## config.mk

```make
export PLATFORM = sky130hd
export DESIGN_NAME = rod_cutting_revenue_top
export DESIGN_NICKNAME = d
export VERILOG_FILES = /design/src/rcr_pkg.sv /design/src/rod_cutting_revenue_top.sv
export SDC_FILE = /design/constraint.sdc
export NUM_CORES = 2
export LEC_CHECK = 0
export BUFFER_PORTS_ARGS = -buffer_cell sky130_fd_sc_hd__buf_2
export CAP_MARGIN = 0
export CORE_UTILIZATION = 40
export DETAILED_ROUTE_END_ITERATION = 10
export GPL_ROUTABILITY_DRIVEN = 0
export PLACE_DENSITY_LB_ADDON = 0.15
export SKIP_CTS_REPAIR_TIMING = 1
export SYNTH_ARGS = -nofsm -noshare
export SYNTH_HDL_FRONTEND = slang
export SYNTH_SLANG_ARGS = --single-unit
```

## constraint.sdc

```tcl
create_clock -name aclk -period 7.95 [get_ports aclk]
set_input_delay 1.59 -clock aclk [delete_from_list [all_inputs] [get_ports aclk]]
set_output_delay 1.59 -clock aclk [all_outputs]
set_load 0.02 [all_outputs]
```

## src/rcr_pkg.sv

```systemverilog
// ----------------------------------------------------------------------------
// rcr_pkg
// Shared constants for the rod cutting revenue block.
// ----------------------------------------------------------------------------
package rcr_pkg;

    localparam int MAX_LEN   = 64;
    localparam int PRICE_W   = 16;
    localparam int REV_W     = 22;
    localparam int LEN_W     = 7;
    localparam int CNT_W     = $clog2(MAX_LEN + 1);
    localparam int ADDR_W    = (MAX_LEN > 1) ? $clog2(MAX_LEN) : 1;
    localparam int IN_DATA_W = 16;
    localparam int OUT_DATA_W = 32;

    localparam logic [REV_W-1:0] REV_MAX = {REV_W{1'b1}};
    localparam logic [CNT_W-1:0] FULL_CNT = CNT_W'(MAX_LEN);

endpackage

```

## src/rod_cutting_revenue_top.sv

```systemverilog
// ----------------------------------------------------------------------------
// rod_cutting_revenue_top
// Bottom-up rod cutting: one price per item in, one best revenue per item out.
//
// Input channel s_*: s_tdata[15:0] is the price of the next length; s_tuser
// set starts a new table and makes this price the one for length 1.
// Result channel m_*: m_tdata[21:0] best revenue, m_tdata[28:22] length;
// m_tuser set means the table was full and the item was dropped.
// For length j the block walks i = 1..j, reading one stored price and one
// stored revenue per cycle from two RAMs, each with one write port and one
// registered read port, keeping a running max, then writes r[j] back.
// A dropped item skips the scan and goes straight to the output register.
// One item is in work at a time.
// The finished result sits in an output register; the next item is accepted
// while it waits, and the scan stalls only at the point of loading a new
// result. Reset empties the table and drops any pending result; RAM contents
// need no clearing since only entries below the fill count are read.
// ----------------------------------------------------------------------------
module rod_cutting_revenue_top (
    input  logic                             aclk,
    input  logic                             aresetn,
    input  logic                             s_tvalid,
    output logic                             s_tready,
    input  logic [rcr_pkg::IN_DATA_W-1:0]    s_tdata,   // price
    input  logic                             s_tuser,   // restart
    output logic                             m_tvalid,
    input  logic                             m_tready,
    output logic [rcr_pkg::OUT_DATA_W-1:0]   m_tdata,   // best_revenue, rod_length
    output logic                             m_tuser    // overflow
);

    localparam logic [1:0] ST_IDLE  = 2'd0;
    localparam logic [1:0] ST_SCAN  = 2'd1;
    localparam logic [1:0] ST_DRAIN = 2'd2;
    localparam logic [1:0] ST_OUT   = 2'd3;

    localparam int CW = rcr_pkg::CNT_W;
    localparam int AW = rcr_pkg::ADDR_W;
    localparam int RW = rcr_pkg::REV_W;
    localparam int PW = rcr_pkg::PRICE_W;

    logic [PW-1:0] price_mem [rcr_pkg::MAX_LEN];
    logic [RW-1:0] rev_mem   [rcr_pkg::MAX_LEN];

    logic [1:0]    state_reg, state_next;
    logic [CW-1:0] cnt_reg, cnt_next;
    logic [CW-1:0] j_reg, j_next;
    logic [CW-1:0] i_reg, i_next;
    logic [RW-1:0] best_reg, best_next;
    logic          ovf_reg, ovf_next;
    logic          rd_vld_reg, rd_vld_next;
    logic          rzero_reg, rzero_next;
    logic          m_valid_reg, m_valid_next;
    logic [RW-1:0] m_rev_reg;
    logic [rcr_pkg::LEN_W-1:0] m_len_reg;
    logic          m_ovf_reg;

    logic [PW-1:0] price_rd_reg;
    logic [RW-1:0] rev_rd_reg;

    logic          accept;
    logic [CW-1:0] base_cnt;
    logic          full;
    logic          price_we;
    logic [AW-1:0] price_waddr;
    logic [AW-1:0] price_raddr;
    logic [CW-1:0] rev_idx;
    logic [AW-1:0] rev_raddr;
    logic          rev_we;
    logic [AW-1:0] rev_waddr;
    logic [RW:0]   sum;
    logic [RW-1:0] cand;
    logic [RW-1:0] best_acc;
    logic          out_free;
    logic          out_load;

    assign s_tready = (state_reg == ST_IDLE);
    assign accept   = s_tvalid && s_tready;
    assign base_cnt = s_tuser ? '0 : cnt_reg;
    assign full     = (base_cnt == rcr_pkg::FULL_CNT);

    assign price_we    = accept && !full;
    assign price_waddr = base_cnt[AW-1:0];
    assign price_raddr = AW'(i_reg - CW'(1));
    assign rev_idx     = j_reg - i_reg - CW'(1);
    assign rev_raddr   = rev_idx[AW-1:0];
    assign rev_we      = (state_reg == ST_DRAIN);
    assign rev_waddr   = AW'(j_reg - CW'(1));

    // candidate p[i] + r[j-i], r[0] = 0, saturating
    assign sum  = {{(RW + 1 - PW){1'b0}}, price_rd_reg}
                + {1'b0, (rzero_reg ? {RW{1'b0}} : rev_rd_reg)};
    assign cand = sum[RW] ? rcr_pkg::REV_MAX : sum[RW-1:0];
    assign best_acc = (rd_vld_reg && (cand > best_reg)) ? cand : best_reg;

    assign out_free = !m_valid_reg || m_tready;
    assign out_load = (state_reg == ST_OUT) && out_free;

    always_ff @(posedge aclk) begin
        if (price_we) begin
            price_mem[price_waddr] <= s_tdata[PW-1:0];
        end
        price_rd_reg <= price_mem[price_raddr];
    end

    always_ff @(posedge aclk) begin
        if (rev_we) begin
            rev_mem[rev_waddr] <= best_acc;
        end
        rev_rd_reg <= rev_mem[rev_raddr];
    end

    always_comb begin
        state_next   = state_reg;
        cnt_next     = cnt_reg;
        j_next       = j_reg;
        i_next       = i_reg;
        best_next    = best_reg;
        ovf_next     = ovf_reg;
        rd_vld_next  = 1'b0;
        rzero_next   = rzero_reg;
        m_valid_next = m_valid_reg && !m_tready;
        unique case (state_reg)
            ST_IDLE: begin
                if (accept) begin
                    cnt_next  = base_cnt;
                    i_next    = CW'(1);
                    best_next = '0;
                    if (full) begin
                        j_next     = rcr_pkg::FULL_CNT;
                        ovf_next   = 1'b1;
                        state_next = ST_OUT;
                    end else begin
                        j_next     = base_cnt + CW'(1);
                        ovf_next   = 1'b0;
                        state_next = ST_SCAN;
                    end
                end
            end
            ST_SCAN: begin
                best_next   = best_acc;
                rd_vld_next = 1'b1;
                rzero_next  = (i_reg == j_reg);
                if (i_reg == j_reg) begin
                    state_next = ST_DRAIN;
                end else begin
                    i_next = i_reg + CW'(1);
                end
            end
            ST_DRAIN: begin
                best_next  = best_acc;
                cnt_next   = j_reg;
                state_next = ST_OUT;
            end
            ST_OUT: begin
                if (out_free) begin
                    m_valid_next = 1'b1;
                    state_next   = ST_IDLE;
                end
            end
            default: begin
                state_next = ST_IDLE;
            end
        endcase
    end

    always_ff @(posedge aclk) begin
        if (!aresetn) begin
            state_reg   <= ST_IDLE;
            cnt_reg     <= '0;
            rd_vld_reg  <= 1'b0;
            m_valid_reg <= 1'b0;
        end else begin
            state_reg   <= state_next;
            cnt_reg     <= cnt_next;
            rd_vld_reg  <= rd_vld_next;
            m_valid_reg <= m_valid_next;
        end
    end

    always_ff @(posedge aclk) begin
        j_reg     <= j_next;
        i_reg     <= i_next;
        best_reg  <= best_next;
        ovf_reg   <= ovf_next;
        rzero_reg <= rzero_next;
        if (out_load) begin
            m_rev_reg <= best_reg;
            m_len_reg <= j_reg[rcr_pkg::LEN_W-1:0];
            m_ovf_reg <= ovf_reg;
        end
    end

    assign m_tvalid = m_valid_reg;
    assign m_tuser  = m_ovf_reg;
    assign m_tdata  = {{(rcr_pkg::OUT_DATA_W - RW - rcr_pkg::LEN_W){1'b0}},
                       m_len_reg, m_rev_reg};

`ifndef SYNTH
    a_cnt_range: assert property (@(posedge aclk) disable iff (!aresetn)
        cnt_reg <= rcr_pkg::FULL_CNT)
        else $error("fill count beyond table size");

    a_scan_idx: assert property (@(posedge aclk) disable iff (!aresetn)
        (state_reg == ST_SCAN) |-> (i_reg >= CW'(1)) && (i_reg <= j_reg))
        else $error("scan index out of range");

    a_fill_step: assert property (@(posedge aclk) disable iff (!aresetn)
        (state_reg == ST_DRAIN) |=> (cnt_reg == $past(j_reg)))
        else $error("fill count not advanced after revenue write");

    a_ovf_zero: assert property (@(posedge aclk) disable iff (!aresetn)
        (m_valid_reg && m_ovf_reg) |-> (m_rev_reg == '0))
        else $error("dropped item carries a revenue");
`endif

endmodule
```

==> qor.txt <==
status -> complete, no violations
M1 WL -> 108000 um
yosys warns -> 0
leading cell type by number of instances after synthesis -> edfxtp_1
Biggest register -> rev_mem
pins over their slew limit -> 0
Final setup viols -> 0
Worst EP required -> 8.66 ns
placed inst area -> 0.105 mm^2
Met2 Routed Length -> 133000 um
pwr/cell area -> 445 mW/mm^2
grt total ovfl -> 0
largest net degree at the start of global routing -> 122
FF-to-FF Start -> rzero_reg
Worst Hold Launch -> best_reg[15]
GRT Total Usage -> 20.9%
top cells by area, synth -> edfxtp_1, mux4_2, dfxtp_1
WHS Path Cells -> 0
# port buffers -> 52
Yosys top cell area share -> 75.5%
fraction of layout cells with a size suffix above 1 -> 30.1%
synth cell count leaders -> edfxtp_1, mux4_2, nor2_1, nand2_1, clkbuf_1
Die H -> 501 um
biggest regs -> rev_mem: 1408 flops, price_mem: 1024 flops
Compound-Gate Fraction of Synth Area -> 1.67%
Final ANT Viol Nets -> 0
P_leak -> 36.1 nW
final instance area -> 0.114 mm^2
final net count -> 4861
Syn-to-layout area delta -> 14.4%
largest family of logic cells by synthesized area -> multiplexers
DRC -> 0
Iter 0 DRT Violations -> 4486
R2R Setup Slk -> 1.04 ns
initial antenna violation count -> 12
drt pass-1 iters -> 5
Max Used Layer -> met4
DIE AREA -> 0.251 mm^2
clock root cell -> clkbuf_16
clk_lat worst skew -> 0.92 ns
first-pass GRT wire length -> 370000 um
row count -> 182
Hold Path Sink -> m_rev_reg[15]
element type at the critical path start -> flip-flop
Relative slew margins -> 15.0%
final hold viol count -> 0
vias in the first global route -> 48794
Primary FF master, synth -> edfxtp_1
Post-Synth XOR/XNOR Area -> 0.340%
EDFF count, synth -> 2500
unrepaired setup endpoints after global routing -> false
Max Fclk -> 145 MHz
metal3 WL -> 13000 um
async set-reset flop share out of synthesis -> 0%
Core ar. -> 0.246 mm^2
reg2reg path depth -> 22
initial core utilization -> 40.3%
max cap viols -> 0
WS Path Type -> reg2reg
Post-Syn Instances -> 4475
clock buffer count from CTS -> 280
fin util -> 46.2%
Period Utilization, post-route -> 86.9%
worst r2r dst -> rev_mem[50][9]
mapped cell area -> 0.0994 mm^2
final wirelength -> 260000 um
Clock Sinks -> 2549
HPWL Detailed -> 142000 um
VDD IR-drop max -> 0.000510 V
Die W -> 501 um
H-tree depth -> 5
Via density -> 5.66
clock tree from TritonCTS -> done
Clock transition at path regs -> 0.06 ns
Max clock buf depth -> 4
via count -> 46877
sequential element share of the synthesized area -> 76.5%
Largest register FFs -> 1408
most area-hungry cell type in the Yosys netlist -> edfxtp_1
# IOs -> 56
critical path capture point type -> flip-flop
Tightest Hold Check Type -> reg2reg
Synth cell types -> 69
post-synthesis register bit count -> 2549
largest fanout on the critical path -> 33
Final min period -> 6.91 ns
mux cell area share after synthesis -> 17.1%
Simple-Gate Fraction of Synth Area -> 2.38%
Worst Clk Skew -> 0.0446 ns
Tightest Pin Transition -> 1.27 ns
Syn Area/Cell -> 22.2 um^2
WP data arrival -> 7.62 ns
Final TNS setup -> 0 ns
adder-cell share of the synthesized area -> 0.695%
mean routed wirelength per cell -> 31.4 um
[worst max-delay path by stage]
stage                           endpoint  slack, ns  cells past startpoint      start
after global placement    rev_mem[62][9]       1.13                     22  rzero_reg
after floorplan            rev_mem[0][2]       0.78                     20  rzero_reg
after CTS                 rev_mem[50][9]       1.05                     22  rzero_reg
after global routing      rev_mem[50][9]       0.52                     22  rzero_reg
after detailed placement  rev_mem[60][9]       1.12                     22  rzero_reg
final                     rev_mem[50][9]       1.04                     22  rzero_reg
[final cells by class]
class | instances | area, um^2
Fill cell | 20603 | 133000
Clock inverter | 113 | 931
Multi-Input combinational cell | 1632 | 22900
Sequential cell | 2549 | 76100
Antenna cell | 4 | 10.0
Timing Repair Buffer | 264 | 2030
Inverter | 59 | 221
Tap cell | 3312 | 4140
Clock buffer | 352 | 7530
[metal layers]
metal  vias to the layer above  global-route usage [%]
met5                         -                       0
met4                         0                    5.47
met3                       348                    3.12
met2                      1301                    35.8
met1                     25776                    27.8
li1                      19452                       -
[critical path, cell delays in order (launching register included)]
cell and delay, ns:
edfxtp_1 0.32, buf_4 0.25, nor2b_1 0.08, ha_1 0.24
fa_1 0.45, a21oi_1 0.28, nor2_1 0.11, nand4b_1 0.30
a211oi_1 0.50, a21boi_1 0.22, buf_4 0.23, nor3_1 0.54
inv_1 0.09, ha_1 0.31, and4_1 0.23, nand4_1 0.13
a21oi_1 0.16, nor3_1 0.11, a21oi_4 0.46, buf_4 0.55
nor2_1 0.17, a21oi_4 0.58, buf_4 0.36
[power breakdown]
group	switching (W)	internal, W
combinational	0.0129	0.00827
sequential	0.000248	0.0169
clock	0.00508	0.00718
total	0.0183	0.0323
[cells by family (layout without fill, tap and decap cells)]
| family | count (synthesis) | in the layout |
|---|---|---|
| AND/OR/NAND/NOR | 525 | 525 |
| adder cells (fa/ha/maj) | 54 | 54 |
| buffers and inverters | 296 | 788 |
| other | 1 | 7 |
| multiplexers | 779 | 779 |
| AO/OA/AOI/OAI | 235 | 235 |
| XOR/XNOR | 36 | 36 |
| flip-flops | 2549 | 2549 |
[layout by cell type, fill, tap and decap left out, types with 34 or more instances in the layout]
cell type,count
and3_1,34
buf_2,52
buf_4,198
clkbuf_1,59
clkbuf_16,291
clkinv_1,50
clkinv_2,38
dfxtp_1,49
edfxtp_1,2500
ha_1,50
inv_1,59
mux2i_1,44
mux4_2,732
nand2_1,169
nor2_1,86
nor2_2,58
nor2_4,35
nor2b_1,36
[metrics by stage]
| stage | worst slack [ns] | power (W) | cells | hold slack, ns |
|---|---|---|---|---|
| 2_1_floorplan | 0.779 | 0.0303 | 4477 | 0.400 |
| 3_3_place_gp | 1.13 | 0.0389 | 7816 | 0.480 |
| 3_5_place_dp | 1.12 | 0.0390 | 7816 | 0.491 |
| 4_1_cts | 1.05 | 0.0513 | 8281 | 0.506 |
| 5_1_grt | 0.521 | 0.0526 | 8283 | 0.532 |
| 6_report | 1.04 | 0.0506 | 8285 | 0.500 |
Power figures use the tool's default switching activity.
